--- config.mk ---
export PLATFORM = sky130hd
export DESIGN_NAME = meter_reply_frame_parser_unit
export DESIGN_NICKNAME = d
export VERILOG_FILES = /design/src/sv/mrfp_pkg.sv /design/src/sv/mrfp_front.sv /design/src/sv/mrfp_queue.sv /design/src/sv/mrfp_back.sv /design/src/sv/meter_reply_frame_parser_unit.sv
export SDC_FILE = /design/constraint.sdc
export NUM_CORES = 1
export LEC_CHECK = 0
export CAP_MARGIN = 20
export CORE_MARGIN = 10
export CORE_UTILIZATION = 60
export CTS_BUF_LIST = sky130_fd_sc_hd__clkbuf_16
export DETAILED_ROUTE_END_ITERATION = 6
export DONT_BUFFER_PORTS = 1
export PLACE_DENSITY = 0.76
export SLEW_MARGIN = 5
export SYNTH_ARGS = -nofsm -noshare
export SYNTH_HDL_FRONTEND = slang
export SYNTH_HIERARCHICAL = 1
export SYNTH_SLANG_ARGS = --single-unit
--- constraint.sdc ---
create_clock -name clk -period 12.9 [get_ports clk]
set_input_delay 2.58 -clock clk [delete_from_list [all_inputs] [get_ports clk]]
set_output_delay 2.58 -clock clk [all_outputs]
set_load 0.03 [all_outputs]
--- src/sv/mrfp_pkg.sv ---
// Shared types and constants of the meter reply frame parser.
// No dependencies; every other file imports this package.
package mrfp_pkg;

	localparam int STORE_DEPTH = 16;
	localparam int SP_W        = $clog2(STORE_DEPTH);
	localparam int Q_DEPTH     = 2;
	localparam int QA_W        = $clog2(Q_DEPTH);
	localparam int QC_W        = $clog2(Q_DEPTH + 1);
	localparam int POS_W       = 11;
	localparam int RV_W        = 28;

	localparam logic [POS_W-1:0] POS_MAX     = 11'd2047;
	localparam logic [7:0]       HEADER_BYTE = 8'h06;
	localparam int               REC_LEN     = 7;
	localparam int               END_OFS     = 8;
	localparam int               TAIL_LEN    = 14;
	localparam int               SCALE_HI    = 1000000;
	localparam int               SCALE_LO    = 1000;

	typedef enum logic {
		CMD_BYTE    = 1'b0,
		CMD_RESTART = 1'b1
	} cmd_t;

	typedef enum logic [2:0] {
		ST_IN_FRAME   = 3'd0,
		ST_BAD_HEADER = 3'd1,
		ST_FRAME_OK   = 3'd2,
		ST_BAD_SUM    = 3'd3,
		ST_AFTER      = 3'd4,
		ST_RESTART    = 3'd5
	} status_t;

	typedef struct packed {
		logic       opcode;
		logic [7:0] rx_byte;
	} req_t;

	typedef struct packed {
		status_t         status;
		logic [7:0]      record_count;
		logic [RV_W-1:0] reading_value;
		logic [4:0]      year_code;
		logic [3:0]      month_code;
		logic [4:0]      day_code;
		logic [4:0]      hour_code;
		logic [5:0]      minute_code;
	} rsp_t;

	typedef struct packed {
		cmd_t             cmd;
		logic [7:0]       data;
		logic [POS_W-1:0] end_cand;
	} qent_t;

endpackage

--- src/sv/mrfp_front.sv ---
// Front stage: takes input beats, classifies them and precomputes the frame end.
// Depends on mrfp_pkg.
module mrfp_front (
	input  logic          clk,
	input  logic          arst_n,
	input  logic          req_valid,
	output logic          req_stall,
	input  mrfp_pkg::req_t req,
	output logic          push,
	output mrfp_pkg::qent_t push_ent,
	input  logic          q_full
);
	import mrfp_pkg::*;

	logic  valid_s1;
	qent_t ent_s1;
	qent_t ent_d;

	always_comb begin
		ent_d.cmd      = cmd_t'(req.opcode);
		ent_d.data     = req.rx_byte;
		ent_d.end_cand = POS_W'(req.rx_byte) * POS_W'(REC_LEN) + POS_W'(END_OFS);
	end

	assign push      = valid_s1 && !q_full;
	assign req_stall = valid_s1 && q_full;
	assign push_ent  = ent_s1;

	always_ff @(posedge clk or negedge arst_n) begin
		if (!arst_n) begin
			valid_s1 <= 1'b0;
		end else if (!req_stall) begin
			valid_s1 <= req_valid;
		end
	end

	always_ff @(posedge clk) begin
		if (req_valid && !req_stall) begin
			ent_s1 <= ent_d;
		end
	end

endmodule

--- src/sv/mrfp_queue.sv ---
// Short queue between front and back stages.
// Depends on mrfp_pkg.
module mrfp_queue (
	input  logic           clk,
	input  logic           arst_n,
	input  logic           push,
	input  mrfp_pkg::qent_t push_ent,
	output logic           full,
	input  logic           pop,
	output logic           not_empty,
	output mrfp_pkg::qent_t head
);
	import mrfp_pkg::*;

	qent_t           mem_q [Q_DEPTH];
	logic [QA_W-1:0] wr_q;
	logic [QA_W-1:0] rd_q;
	logic [QC_W-1:0] cnt_q;

	assign full      = (cnt_q == QC_W'(Q_DEPTH));
	assign not_empty = (cnt_q != '0);
	assign head      = mem_q[rd_q];

	always_ff @(posedge clk or negedge arst_n) begin
		if (!arst_n) begin
			wr_q  <= '0;
			rd_q  <= '0;
			cnt_q <= '0;
		end else begin
			if (push) begin
				wr_q <= (wr_q == QA_W'(Q_DEPTH - 1)) ? '0 : wr_q + 1'b1;
			end
			if (pop) begin
				rd_q <= (rd_q == QA_W'(Q_DEPTH - 1)) ? '0 : rd_q + 1'b1;
			end
			if (push && !pop) begin
				cnt_q <= cnt_q + 1'b1;
			end else if (pop && !push) begin
				cnt_q <= cnt_q - 1'b1;
			end
		end
	end

	always_ff @(posedge clk) begin
		if (push) begin
			mem_q[wr_q] <= push_ent;
		end
	end

endmodule

--- src/sv/mrfp_back.sv ---
// Back stage: frame state, tail store, checksum and result decode with output register.
// Depends on mrfp_pkg.
module mrfp_back (
	input  logic           clk,
	input  logic           arst_n,
	input  logic           q_valid,
	input  mrfp_pkg::qent_t q_head,
	output logic           pop,
	output logic           rsp_valid,
	input  logic           rsp_stall,
	output mrfp_pkg::rsp_t  rsp
);
	import mrfp_pkg::*;

	logic [POS_W-1:0] pos_q, pos_d, pos_nx;
	logic [POS_W-1:0] end_q, end_d;
	logic [7:0]       sum_q, sum_d;
	logic [7:0]       cnt_q, cnt_d;
	logic [SP_W-1:0]  ptr_q, ptr_d;
	logic [7:0]       tail_q [STORE_DEPTH];
	logic [7:0]       tail_d [STORE_DEPTH];
	status_t          st;
	logic             clr;
	logic             rsp_valid_q;
	rsp_t             rsp_q;
	rsp_t             rsp_d;

	assign pop       = q_valid && (!rsp_valid_q || !rsp_stall);
	assign rsp_valid = rsp_valid_q;
	assign rsp       = rsp_q;

	always_comb begin
		pos_d  = pos_q;
		end_d  = end_q;
		sum_d  = sum_q;
		cnt_d  = cnt_q;
		ptr_d  = ptr_q;
		tail_d = tail_q;
		st     = ST_AFTER;
		clr    = 1'b0;
		pos_nx = (pos_q < POS_MAX) ? pos_q + 1'b1 : pos_q;
		if (q_head.cmd == CMD_RESTART) begin
			clr = 1'b1;
			st  = ST_RESTART;
		end else begin
			pos_d = pos_nx;
			if (pos_nx == POS_W'(1)) begin
				if (q_head.data != HEADER_BYTE) begin
					clr = 1'b1;
					st  = ST_BAD_HEADER;
				end else begin
					st = ST_IN_FRAME;
				end
			end else if (pos_nx == POS_W'(2)) begin
				cnt_d = q_head.data;
				end_d = q_head.end_cand;
				sum_d = q_head.data;
				st    = ST_IN_FRAME;
			end else if (pos_nx <= end_q) begin
				sum_d = sum_q + q_head.data;
				st    = ST_IN_FRAME;
				if (end_q >= POS_W'(TAIL_LEN) &&
				    ({1'b0, pos_nx} + (POS_W + 1)'(TAIL_LEN)) > {1'b0, end_q}) begin
					tail_d[ptr_q] = q_head.data;
					ptr_d = (ptr_q == SP_W'(STORE_DEPTH - 1)) ? '0 : ptr_q + 1'b1;
				end
			end else if ({1'b0, pos_nx} == {1'b0, end_q} + 1'b1) begin
				if (q_head.data != sum_q) begin
					clr = 1'b1;
					st  = ST_BAD_SUM;
				end else begin
					st = ST_FRAME_OK;
				end
			end
		end
		if (clr) begin
			pos_d  = '0;
			end_d  = '0;
			sum_d  = '0;
			cnt_d  = '0;
			ptr_d  = '0;
			tail_d = '{default: '0};
		end
	end

	always_comb begin
		rsp_d.status        = st;
		rsp_d.record_count  = cnt_d;
		rsp_d.reading_value = RV_W'(tail_d[0]) * RV_W'(SCALE_HI)
		                    + RV_W'(tail_d[1]) * RV_W'(SCALE_LO)
		                    + RV_W'(tail_d[2]);
		rsp_d.year_code     = {tail_d[6][7], tail_d[3][7:4]};
		rsp_d.month_code    = tail_d[3][3:0];
		rsp_d.day_code      = tail_d[4][7:3];
		rsp_d.hour_code     = {tail_d[4][2:0], tail_d[5][7:6]};
		rsp_d.minute_code   = tail_d[5][5:0];
	end

	always_ff @(posedge clk or negedge arst_n) begin
		if (!arst_n) begin
			pos_q       <= '0;
			end_q       <= '0;
			sum_q       <= '0;
			cnt_q       <= '0;
			ptr_q       <= '0;
			tail_q      <= '{default: '0};
			rsp_valid_q <= 1'b0;
		end else begin
			if (pop) begin
				pos_q  <= pos_d;
				end_q  <= end_d;
				sum_q  <= sum_d;
				cnt_q  <= cnt_d;
				ptr_q  <= ptr_d;
				tail_q <= tail_d;
			end
			if (pop) begin
				rsp_valid_q <= 1'b1;
			end else if (!rsp_stall) begin
				rsp_valid_q <= 1'b0;
			end
		end
	end

	always_ff @(posedge clk) begin
		if (pop) begin
			rsp_q <= rsp_d;
		end
	end

endmodule

--- src/sv/meter_reply_frame_parser_unit.sv ---
// Top level of the meter reply frame parser: front stage, queue, back stage.
// Depends on mrfp_pkg, mrfp_front, mrfp_queue, mrfp_back.
//
//   channel | dir | handshake            | beat
//   req     | in  | req_valid/req_stall  | mrfp_pkg::req_t (opcode, rx_byte)
//   rsp     | out | rsp_valid/rsp_stall  | mrfp_pkg::rsp_t (status and decoded fields)
//
// One beat per cycle sustained while rsp is not stalled; every req beat gives exactly one rsp beat.
// The path runs through the front register, the two-entry queue and the back output register.
// Frame state and the tail store update in the back stage once per beat.
// arst_n clears all frame state and the tail store to zero.
// A stalled rsp only stalls the back stage; the front keeps taking beats until the queue fills.
module meter_reply_frame_parser_unit (
	input  logic           clk,
	input  logic           arst_n,
	input  logic           req_valid,
	output logic           req_stall,
	input  mrfp_pkg::req_t  req,
	output logic           rsp_valid,
	input  logic           rsp_stall,
	output mrfp_pkg::rsp_t  rsp
);
	import mrfp_pkg::*;

	logic  push;
	qent_t push_ent;
	logic  q_full;
	logic  pop;
	logic  q_valid;
	qent_t q_head;

	mrfp_front u_front (
		.clk       (clk),
		.arst_n    (arst_n),
		.req_valid (req_valid),
		.req_stall (req_stall),
		.req       (req),
		.push      (push),
		.push_ent  (push_ent),
		.q_full    (q_full)
	);

	mrfp_queue u_queue (
		.clk       (clk),
		.arst_n    (arst_n),
		.push      (push),
		.push_ent  (push_ent),
		.full      (q_full),
		.pop       (pop),
		.not_empty (q_valid),
		.head      (q_head)
	);

	mrfp_back u_back (
		.clk       (clk),
		.arst_n    (arst_n),
		.q_valid   (q_valid),
		.q_head    (q_head),
		.pop       (pop),
		.rsp_valid (rsp_valid),
		.rsp_stall (rsp_stall),
		.rsp       (rsp)
	);

endmodule

==> results of run 1 <==
==> worst max-delay path, delay by kind of cell, from the launching register on <==
| family | cells | cell delay, ns |
|---|---|---|
| and+or+nand+nor | 7 | 1.74 |
| xor gates and xnor gates | 3 | 0.44 |
| buffers and inverters | 5 | 0.66 |
| muxes | 1 | 0.71 |
| AOI/OAI and AO/OA | 15 | 2.99 |
| adders and majority gates | 10 | 3.59 |
| DFF | 1 | 0.50 |
==> Yosys cell counts, types with 12 or more instances <==
master,instances,area share (%)
inv_1,108,2.6
fa_1,49,6.3
and3_1,12,0.49
o21ai_0,33,1.1
a21o_1,19,0.92
xor2_1,26,1.5
a22o_1,72,4.1
edfxtp_1,123,24
mux2_4,19,1.8
a21oi_1,52,1.7
mux2i_1,54,3.5
buf_2,22,0.71
nor2_1,99,2.4
nand3_1,28,0.91
nand2_1,59,1.4
nor3_1,21,0.68
o21bai_1,12,0.58
xnor2_1,61,3.5
clkbuf_1,30,0.73
nand2b_1,21,0.85
ha_1,175,14
dfrtp_1,97,16
nand4_1,16,0.65
==> layout by cell type, fill, tap and decap left out, types with 11 or more instances in the layout <==
| cell | n |
|---|---|
| o21ai_0 | 33 |
| xnor2_1 | 61 |
| mux2_4 | 19 |
| nor3_1 | 21 |
| nand2b_1 | 21 |
| o21bai_1 | 12 |
| mux2i_1 | 54 |
| edfxtp_1 | 123 |
| nor4_1 | 11 |
| nand3_1 | 28 |
| fa_1 | 49 |
| nor2_1 | 99 |
| nand4_1 | 16 |
| o31ai_1 | 11 |
| buf_4 | 11 |
| clkbuf_16 | 25 |
| ha_1 | 175 |
| and3_1 | 12 |
| dfrtp_1 | 97 |
| a21o_1 | 19 |
| nand2_1 | 59 |
| xor2_1 | 26 |
| inv_1 | 109 |
| a22o_1 | 72 |
| a21oi_1 | 52 |
==> final timing paths <==
kind | depth (start not counted) | end | startpoint
hold reg to reg | 0 | u_queue/mem_q[0][13] | u_front/push_ent[13]
min in group asynchronous | 0 | u_back/pos_q[6] | arst_n
setup / recovery | 41 | u_back/rsp[51] | u_back/pos_q[0]
hold / removal | 0 | u_queue/mem_q[0][13] | u_front/push_ent[13]
max in group asynchronous | 0 | u_back/ptr_q[0] | arst_n
setup reg to reg | 41 | u_back/rsp[51] | u_back/pos_q[0]
==> metrics by stage <==
| step | total power, mW | util (%) | setup slack (ns) |
|---|---|---|---|
| finish | 2.321 | 65.37 | 1.966 |
| global route | 2.425 | 65.37 | 1.204 |
| CTS | 2.339 | 65.34 | 1.988 |
| detailed placement | 1.617 | 62.01 | 2.026 |
| global placement | 1.599 | 62.01 | 2.374 |
| floorplan | 1.483 | - | 3.171 |
==> registers in the layout, indices dropped and copies added (netlist names) <==
name,flops
u_back/end_q,11
u_back/rsp,64
u_back/tail_q,49
u_front/push_ent,19
u_back/rsp_valid,1
u_back/cnt_q,8
u_queue/wr_q,1
u_back/pos_q,11
u_queue/cnt_q,2
u_front/valid_s1,1
u_back/ptr_q,4
u_queue/rd_q,1
u_queue/mem_q,40
u_back/sum_q,8
==> final cells by class <==
class	count	share of cell area, %
Clock buffer	25	3.790
Clock inverter	21	1.296
Inverter	110	2.509
Multi-Input combinational cell	1006	52.33
Sequential cell	220	37.08
Tap cell	330	2.501
Timing Repair Buffer	11	0.5002
==> cell families after synthesis <==
kind of cell	synth area share, %
AOI/OAI and AO/OA	13.62
xor gates and xnor gates	4.926
adders and majority gates	20.50
buffers and inverters	4.595
DFF	39.57
muxes	5.557
and+or+nand+nor	11.23
==> layer usage <==
metal | vias up | track usage (%) | wire [um]
met5 | - | 0 | 0
met4 | 0 | 4.757 | 520
met3 | 43 | 2.470 | 1739
met2 | 309 | 30.69 | 14840
met1 | 5124 | 28.61 | 15690
li1 | 5047 | - | -
==> power groups by stage <==
stage          Sequential, mW  Clock [mW]  Combinational, mW
2_1_floorplan            1.10           0              0.386
4_1_cts                  1.10       0.731              0.505
3_5_place_dp             1.12           0              0.501
5_1_grt                  1.11       0.762              0.551
3_3_place_gp             1.11           0              0.491
6_report                 1.10       0.718              0.505
==> flow_summary.yaml, run 1 <==
synth:
  mappedNetlistArea_um2: 15470
  avgSynthCellArea_um2: 11.08
  postSynthCellCount: 1396
  postSynth.asyncResetShare_pct: 44.09
  ys_types: 90
  ys_seq_area_share_pct: 39.57
  yosys_register_bits: 220
  synth_fp_nets: 1633
  ys_dominant_reg_cell: "edfxtp_1"
  number_of_enable_flip_flop_cells_after_synthesis: 123
  synth-warning-count: 6
worst_setup_path:
  critPathKind: "reg -> reg"
  critPathSlowestCell: "mux2i_1"
  ff2ff_setup_slack_ns: 1.97
  crit_path_frequent_cell: "ha_1"
  worst-endpoint-required_ns: 13.17
  start_kind: "flop"
  stage_delay_of_the_slowest_cell_on_the_critical_path_ns: 0.71
  data_arrival_at_the_endpoint_of_the_critical_path_ns: 11.21
  worstSetupEndpointType: "flop"
  crit_fanout: 23
cells_and_area:
  layout_fillers: 1948
  area_of_combinational_cells_with_multiple_inputs_um2: 8638
  insertedDiodeCount: 0
  fraction_of_layout_instances_using_a_drive_strength_above_1_pct: 7.897
  register_area_um2: 6121
  final_cell_count_no_fill: 1723
  synthToLayoutAreaGrowth_pct: 6.730
  design.final.nets: 1611
  design_area_um2: 16510
pwr:
  power.density_cell_area_nw_per_um2: 140.6
  switching_share_pct: 35.86
  cell_internal_pwr_mw: 1.488
  share_seq_of_total_power_pct: 47.3
  peakVddDrop_uv: 120.5
  netSwitchingPower_uw: 832.1
  power.clock.fraction_pct: 30.9
  comb_power_share_pct: 21.8
  p_leak_nw: 7.687
sta:
  min_period_ns: 10.93
  layout_worst_path_cycle_share_pct: 84.76
  slew_violations: 0
  hold_ws_ns: 0.4435
  fmax_mhz: 91.46
  unrepaired_setup_endpoints_after_global_routing: "false"
  slew-limit-headroom_pct: 34.81
  clock-skew-final_ns: 0.01404
  setup-tns-final_ns: 0
  final_setup_viols: 0
  max_slew.worst_pin.slew_ns: 0.9725
  final_hold_viol_count: 0
die:
  effective_utilization_at_floorplan_pct: 61.25
  die-width_um: 180.6
  die_area_um2: 32600
  floorplan.rows: 58
  ioPinCount: 79
  chipHeight_um: 180.6
  coreArea_um2: 25250
route:
  routed_via_density: 6.107
  detail-route-antenna-nets: 0
  routed-via-count: 10520
  detail_route.wirelength_um: 32790
  routed_wire_length_per_instance_um: 19.03
  number_of_design_rule_violations_left_after_detail_routing: 0
  count_of_routing_violations_after_the_opening_detailed_route_iteration: 875
  first_pass_drt_iterations: 5
placement:
  placedInstanceArea_um2: 15660
  portBuffers: 0
  placed_cells_incl_taps: 1676
  hpwlAfterDp_um: 23850
  final_wtd_congestion: 0.9440
clocking:
  cts_tree: "built"
  cts_root_cell: "clkbuf_16"
  cts_made_buffers: 25
  clk_path_buf_depth: 3
  cts_htree_levels: 1
  clkLatencyLatePin_ns: 0.54
  cts-hold-fix-buffers: 0
  clkSlewWorstSetupHoldPaths_ns: 0.07
  clock_sinks: 220
  post-cts-setup-buffer-count: 0
  post_cts_sizing_count: 0
global_routing:
  groute.usage.overall_pct: 19.72
  grt_antenna_before_repair: 0
  gr-total-overflow: 0
  grt_pass1_vias: 10310
  grt_start_max_net_pins: 98
  first_pass_grt_wire_length_um: 54210
hold_path:
  hp_class: "reg -> reg"
run_status:
  status: "finished, final reports clean"
run:
  cap_viol_max_count: 0
(Power assumes the default switching activity.)
==> inputs of run 2 (changes only) <==
--- a/config.mk
+++ b/config.mk
@@ -7,11 +7,11 @@
 export LEC_CHECK = 0
 export CAP_MARGIN = 20
 export CORE_MARGIN = 10
-export CORE_UTILIZATION = 60
+export CORE_UTILIZATION = 59
 export CTS_BUF_LIST = sky130_fd_sc_hd__clkbuf_16
 export DETAILED_ROUTE_END_ITERATION = 6
 export DONT_BUFFER_PORTS = 1
-export PLACE_DENSITY = 0.76
+export PLACE_DENSITY = 0.78
 export SLEW_MARGIN = 5
 export SYNTH_ARGS = -nofsm -noshare
 export SYNTH_HDL_FRONTEND = slang
==> constraint.sdc (replaced) <==
create_clock -name clk -period 9.3 [get_ports clk]
set_input_delay 1.86 -clock clk [delete_from_list [all_inputs] [get_ports clk]]
set_output_delay 1.86 -clock clk [all_outputs]
set_load 0.03 [all_outputs]
==> flow_summary.yaml, run 2 (synthesized netlist as in run 1, its figures left out) <==
cells_and_area:
  synthToLayoutAreaGrowth_pct: 13.53
  design_area_um2: 17560
  largest_reg_flops: 64
  insertedDiodeCount: 0
  final_cell_mix: "166 x ha_1, 123 x edfxtp_1, 106 x inv_1, 94 x dfrtp_1, 93 x nor2_1"
  final_util_pct: 67.77
  design.final.nets: 1692
  final_cell_count_no_fill: 1808
  fraction_of_layout_instances_using_a_drive_strength_above_1_pct: 17.65
  final_common_cell: "ha_1"
placement:
  placedInstanceArea_um2: 16210
  portBuffers: 0
  hpwlAfterDp_um: 24720
  placed_cells_incl_taps: 1750
  final_wtd_congestion: 0.9601
  dp_slack_ns: -0.2871
pwr:
  comb_power_share_pct: 22.8
  power.clock.fraction_pct: 29.1
  cell_internal_pwr_mw: 2.030
  power.density_cell_area_nw_per_um2: 181.5
  share_seq_of_total_power_pct: 48.0
  switching_share_pct: 36.30
  peakVddDrop_uv: 192.1
  netSwitchingPower_mw: 1.157
  p_leak_nw: 8.197
global_routing:
  grt_start_max_net_pins: 98
  grt_antenna_before_repair: 0
  first_pass_grt_wire_length_um: 55610
  grt_pass1_vias: 10760
  groute.usage.overall_pct: 19.92
  gr-total-overflow: 0
run:
  cap_viol_max_count: 0
sta:
  layout_worst_path_cycle_share_pct: 99.93
  max_slew.worst_pin.slew_ns: 0.9588
  fmax_mhz: 107.6
  slew-limit-headroom_pct: 35.65
  clock-skew-final_ns: 0.01921
  final_hold_viol_count: 0
  slew_violations: 0
  layout_setup_ws_ns: 0.006678
  final_setup_viols: 0
  min_period_ns: 9.293
  unrepaired_setup_endpoints_after_global_routing: "true"
die:
  chipHeight_um: 181.9
  die-width_um: 181.9
  floorplan.rows: 59
  coreArea_um2: 25910
  ioPinCount: 79
  effective_utilization_at_floorplan_pct: 59.69
  die_area_um2: 33090
worst_setup_path:
  crit_path_frequent_cell: "ha_1"
  worst-endpoint-required_ns: 9.54
  critPathSlowestCell: "or4b_4"
  reg2reg_depth: 44
  ff2ff_setup_slack_ns: 0.007
  start_kind: "flop"
  stage_delay_of_the_slowest_cell_on_the_critical_path_ns: 0.53
  crit_fanout: 4
  critical_path.reg2reg.startpoint: "u_back/pos_q[5]"
  worstSetupEndpointType: "flop"
  data_arrival_at_the_endpoint_of_the_critical_path_ns: 9.53
  regToRegEndpoint: "u_back/rsp[50]"
  critPathKind: "reg -> reg"
clocking:
  clkSlewWorstSetupHoldPaths_ns: 0.07
  clk_path_buf_depth: 3
  cts_htree_levels: 1
  cts-hold-fix-buffers: 0
  clkLatencyLatePin_ns: 0.53
  cts_tree: "built"
  cts_made_buffers: 24
  clock_sinks: 220
  cts_root_cell: "clkbuf_16"
route:
  first_pass_drt_iterations: 5
  routed-via-count: 11010
  detail-route-antenna-nets: 0
  number_of_design_rule_violations_left_after_detail_routing: 0
  routed_wire_length_per_instance_um: 19.22
  count_of_routing_violations_after_the_opening_detailed_route_iteration: 900
  detail_route.wirelength_um: 34760
  routed_via_density: 6.088
hold_path:
  hold_path_stages: 0
  hold_start: "u_front/push_ent[18]"
  hp_class: "reg -> reg"
  whs_endpoint: "u_queue/mem_q[0][18]"
run_status:
  status: "finished, final reports clean"
==> run 2: cell count changes in the layout (fill, tap and decap cells not counted), moves of 5 or more <==
cell,previous run,this run
o21ai_0,33,27
inv_2,2,8
a21oi_1,52,40
nand3_1,28,23
buf_4,11,86
nor2_1,99,93
and3_1,12,7
ha_1,175,166
ha_4,0,9
buf_6,0,7
a21oi_2,0,10
==> run 2: worst max-delay path by stage <==
stage | startpoint | to | slack, ns | depth (start not counted)
2_1_floorplan | u_back/pos_q[0] | u_back/rsp[51] | -0.08 | 44
6_report | u_back/pos_q[5] | u_back/rsp[50] | 0.007 | 44
4_1_cts | u_back/pos_q[7] | u_back/rsp[46] | 0.007 | 41
5_1_grt | u_back/pos_q[4] | u_back/rsp[50] | -0.34 | 41
3_5_place_dp | u_back/pos_q[0] | u_back/rsp[52] | -0.29 | 45
3_3_place_gp | u_back/pos_q[0] | u_back/rsp[52] | -0.07 | 45
==> run 2: cell type report <==
cell class | instances | area [um^2]
fill | 1847 | 8351
inverter | 110 | 414.1
sequential | 220 | 6125
timing repair buffer | 93 | 724.4
multi-input combinational | 1006 | 9112
clock buffer | 24 | 600.6
tap | 335 | 419.2
clock inverter | 20 | 165.2
==> run 2: worst max-delay path: cells and delay by family (launching register included) <==
| family | cells | cell delay [ns] |
|---|---|---|
| compound gates | 10 | 2.03 |
| xor+xnor | 4 | 0.62 |
| fa+ha+maj | 9 | 3.02 |
| buf+inv | 6 | 0.60 |
| flops | 1 | 0.40 |
| mux | 1 | 0.19 |
| simple gates | 14 | 2.12 |
==> run 2: timing repair <==
action | CTS | global route
pin swaps | 14 | 54
hold endpoints to repair | 0 | 0
gates cloned | 0 | 0
resized for setup | 25 | 77
setup buffers | 2 | 11
endpoints found under the setup margin | 8 | 9
==> run 2: per-layer routing <==
layer	up-vias	routed length, um	share of wire (%)	global-route usage (%)
met1	5451	16010	46	28.41
li1	5209	-	-	-
met4	0	570	1.6	4.361
met3	41	1963	5.6	2.545
met5	-	0	0	0
met2	307	16210	47	31.69
==> run 2: power by group through the flow <==
| stage | Sequential, mW | Combinational [mW] | Clock, mW |
|---|---|---|---|
| 2_1_floorplan | 1.52 | 0.537 | 0 |
| 3_3_place_gp | 1.54 | 0.686 | 0 |
| 3_5_place_dp | 1.56 | 0.708 | 0 |
| 4_1_cts | 1.54 | 0.714 | 0.948 |
| 5_1_grt | 1.55 | 0.785 | 0.983 |
| 6_report | 1.53 | 0.728 | 0.929 |
==> run 2: per-stage QoR <==
stage               setup TNS, ns  hold WS [ns]  power, mW
global route               -1.481        0.4555      3.319
finish                          0        0.4445      3.187
global placement          -0.1232        0.4225      2.231
floorplan                -0.08117        0.4215      2.058
detailed placement         -1.156        0.4325      2.265
CTS                             0        0.4475      3.200
==> inputs of run 3 (changes only) <==
--- a/config.mk
+++ b/config.mk
@@ -5,6 +5,7 @@
 export SDC_FILE = /design/constraint.sdc
 export NUM_CORES = 1
 export LEC_CHECK = 0
+export ABC_AREA = 1
 export CAP_MARGIN = 20
 export CORE_MARGIN = 10
 export CORE_UTILIZATION = 59
==> flow_summary.yaml, run 3 <==
cells_and_area:
  fraction_of_layout_instances_using_a_drive_strength_above_1_pct: 11.10
  largest_reg_flops: 64
  final_common_cell: "nand2_1"
  final_cell_mix: "416 x nand2_1, 278 x inv_1, 169 x ha_1, 123 x edfxtp_1, 109 x nor2_1"
  final_cell_count_no_fill: 2215
  design.final.nets: 2093
  insertedDiodeCount: 0
  synthToLayoutAreaGrowth_pct: 10.23
route:
  number_of_design_rule_violations_left_after_detail_routing: 0
  routed_wire_length_per_instance_um: 16.53
  routed_via_density: 5.607
  routed-via-count: 12420
  first_pass_drt_iterations: 5
  count_of_routing_violations_after_the_opening_detailed_route_iteration: 973
  detail-route-antenna-nets: 0
  detail_route.wirelength_um: 36610
worst_setup_path:
  critical_path.reg2reg.startpoint: "u_back/pos_q[0]"
  critPathSlowestCell: "fa_1"
  reg2reg_depth: 58
  critPathKind: "reg -> reg"
  start_kind: "flop"
  data_arrival_at_the_endpoint_of_the_critical_path_ns: 9.04
  critical_path.endpoint: "u_back/rsp[51]"
  worstSetupEndpointType: "flop"
  worst-endpoint-required_ns: 9.56
  crit_fanout: 6
  crit_path_frequent_cell: "nand2_1"
  regToRegEndpoint: "u_back/rsp[51]"
  crit_start: "u_back/pos_q[0]"
  stage_delay_of_the_slowest_cell_on_the_critical_path_ns: 0.55
  ff2ff_setup_slack_ns: 0.52
die:
  chipHeight_um: 184.3
  ioPinCount: 79
  floorplan.rows: 60
  effective_utilization_at_floorplan_pct: 59.56
  coreArea_um2: 26730
  die_area_um2: 33950
  die-width_um: 184.3
global_routing:
  grt_start_max_net_pins: 100
  gr-total-overflow: 0
  grt_pass1_vias: 11850
  groute.usage.overall_pct: 21.09
  grt_antenna_before_repair: 0
  first_pass_grt_wire_length_um: 58960
clocking:
  clkLatencyLatePin_ns: 0.52
  clk_path_buf_depth: 3
  clock_sinks: 220
  cts_htree_levels: 1
  cts-hold-fix-buffers: 0
  cts_root_cell: "clkbuf_16"
  cts_made_buffers: 25
  clkSlewWorstSetupHoldPaths_ns: 0.06
  cts_tree: "built"
sta:
  slew-limit-headroom_pct: 35.47
  max_slew.worst_pin.slew_ns: 0.9679
  slew_violations: 0
  layout_worst_path_cycle_share_pct: 94.46
  final_setup_viols: 0
  setup-tns-final_ns: 0
  min_period_ns: 8.784
  clock-skew-final_ns: 0.01319
  final_hold_viol_count: 0
  fmax_mhz: 113.8
hold_path:
  hp_class: "reg -> reg"
synth:
  ys_seq_area_share_pct: 38.45
  avgSynthCellArea_um2: 8.752
  ys_top_cells_by_count: "425 x nand2_1, 282 x inv_1, 175 x ha_1"
  most_instantiated_library_cell_after_synthesis: "nand2_1"
  number_of_enable_flip_flop_cells_after_synthesis: 123
  synth_fp_nets: 2056
  synth_largest_area_cell: "edfxtp_1"
  yosys_register_bits: 220
  synth-warning-count: 6
  synth.top_cells.by_area: "edfxtp_1 23%, dfrtp_1 15%, ha_1 14%"
  yosysTopAreaCellShare_pct: 23.20
  mappedNetlistArea_um2: 15920
  ys_dominant_reg_cell: "edfxtp_1"
  postSynthCellCount: 1819
  postSynth.asyncResetShare_pct: 44.09
  ys_types: 48
pwr:
  peakVddDrop_uv: 263.8
  power.density_cell_area_nw_per_um2: 196.5
  p_leak_nw: 9.342
placement:
  final_wtd_congestion: 0.9192
  portBuffers: 0
  placed_cells_incl_taps: 2143
  hpwlAfterDp_um: 26790
run_status:
  status: "finished, final reports clean"
run:
  cap_viol_max_count: 0
## run 3: cell count changes after synthesis, sizes merged, moves of 14 or more
cell / change
mux2i: -55
nor2: +27
clkbuf: -14
nand2: +382
xnor2: -35
a22o: -72
nand3: +86
xor2: +18
nand2b: -22
a21o: -18
o21ai: +50
nand4: +38
inv: +178
## run 3: worst min path at each step
stage                         start              endpoint  depth (start not counted)
2_1_floorplan  u_front/push_ent[10]  u_queue/mem_q[0][10]                          0
5_1_grt        u_front/push_ent[17]  u_queue/mem_q[1][17]                          0
3_3_place_gp   u_front/push_ent[14]  u_queue/mem_q[0][14]                          0
6_report        u_front/push_ent[4]   u_queue/mem_q[1][4]                          0
3_5_place_dp   u_front/push_ent[17]  u_queue/mem_q[0][17]                          0
4_1_cts        u_front/push_ent[17]  u_queue/mem_q[0][17]                          0
## run 3: worst max-delay path, delay by kind of cell, from the launching register on
family,cells,cell delay (ns)
fa+ha+maj,9,3.44
simple gates,36,3.35
buf+inv,7,0.50
xor+xnor,3,0.46
flops,1,0.42
compound gates,3,0.32
## run 3: timing repair
item | in CTS | in global routing
cloned | 0 | 1
pin swaps | 0 | 19
setup endpoints to repair | 1 | 12
gates resized for setup | 1 | 51
setup buffers | 0 | 26
## run 3: stage by stage
stage               utilization [%]  hold WS, ns  power, mW  cell area, um^2  setup WS, ns
floorplan                         -       0.4215      2.270            15920        0.7695
global placement              61.08       0.4238      2.482            16320        0.2715
detailed placement            61.08       0.4307      2.507            16320      -0.02686
CTS                           64.05       0.4453      3.459            17120       0.01520
global route                  65.66       0.4527      3.610            17550      -0.09301
finish                        65.66       0.4401      3.448            17550        0.5156
## run 3: cell families (layout without fill, tap and decap cells)
kind of cell / after synthesis / after routing / share of synthesized area [%]
XOR/XNOR: 70 / 70 / 3.851
AO/OA/AOI/OAI: 167 / 167 / 5.580
adder cells (fa/ha/maj): 224 / 224 / 19.92
multiplexers: 20 / 20 / 1.863
buffers and inverters: 328 / 382 / 8.088
flip-flops: 220 / 220 / 38.45
AND/OR/NAND/NOR: 790 / 791 / 22.25
## run 3: final cells by class
cell class	instances	area (um^2)
Tap cell	341	426.7
Timing Repair Buffer	49	371.6
Sequential cell	220	6125
Multi-Input combinational cell	1272	8747
Inverter	288	1089
Clock inverter	20	163.9
Clock buffer	25	625.6
Fill cell	2099	9178
## run 3: metal layers
layer | track usage [%] | part of all wire, % | up-vias
met3 | 2.796 | 6.1 | 74
met4 | 5.900 | 2.8 | 0
met5 | 0 | 0 | -
met1 | 28.40 | 44 | 5899
met2 | 34.91 | 47 | 408
li1 | - | - | 6039
## run 3: power by group
group | switching, mW | internal, mW | total (mW)
Combinational | 0.631 | 0.243 | 0.874
Clock | 0.418 | 0.530 | 0.948
Sequential | 0.317 | 1.31 | 1.63
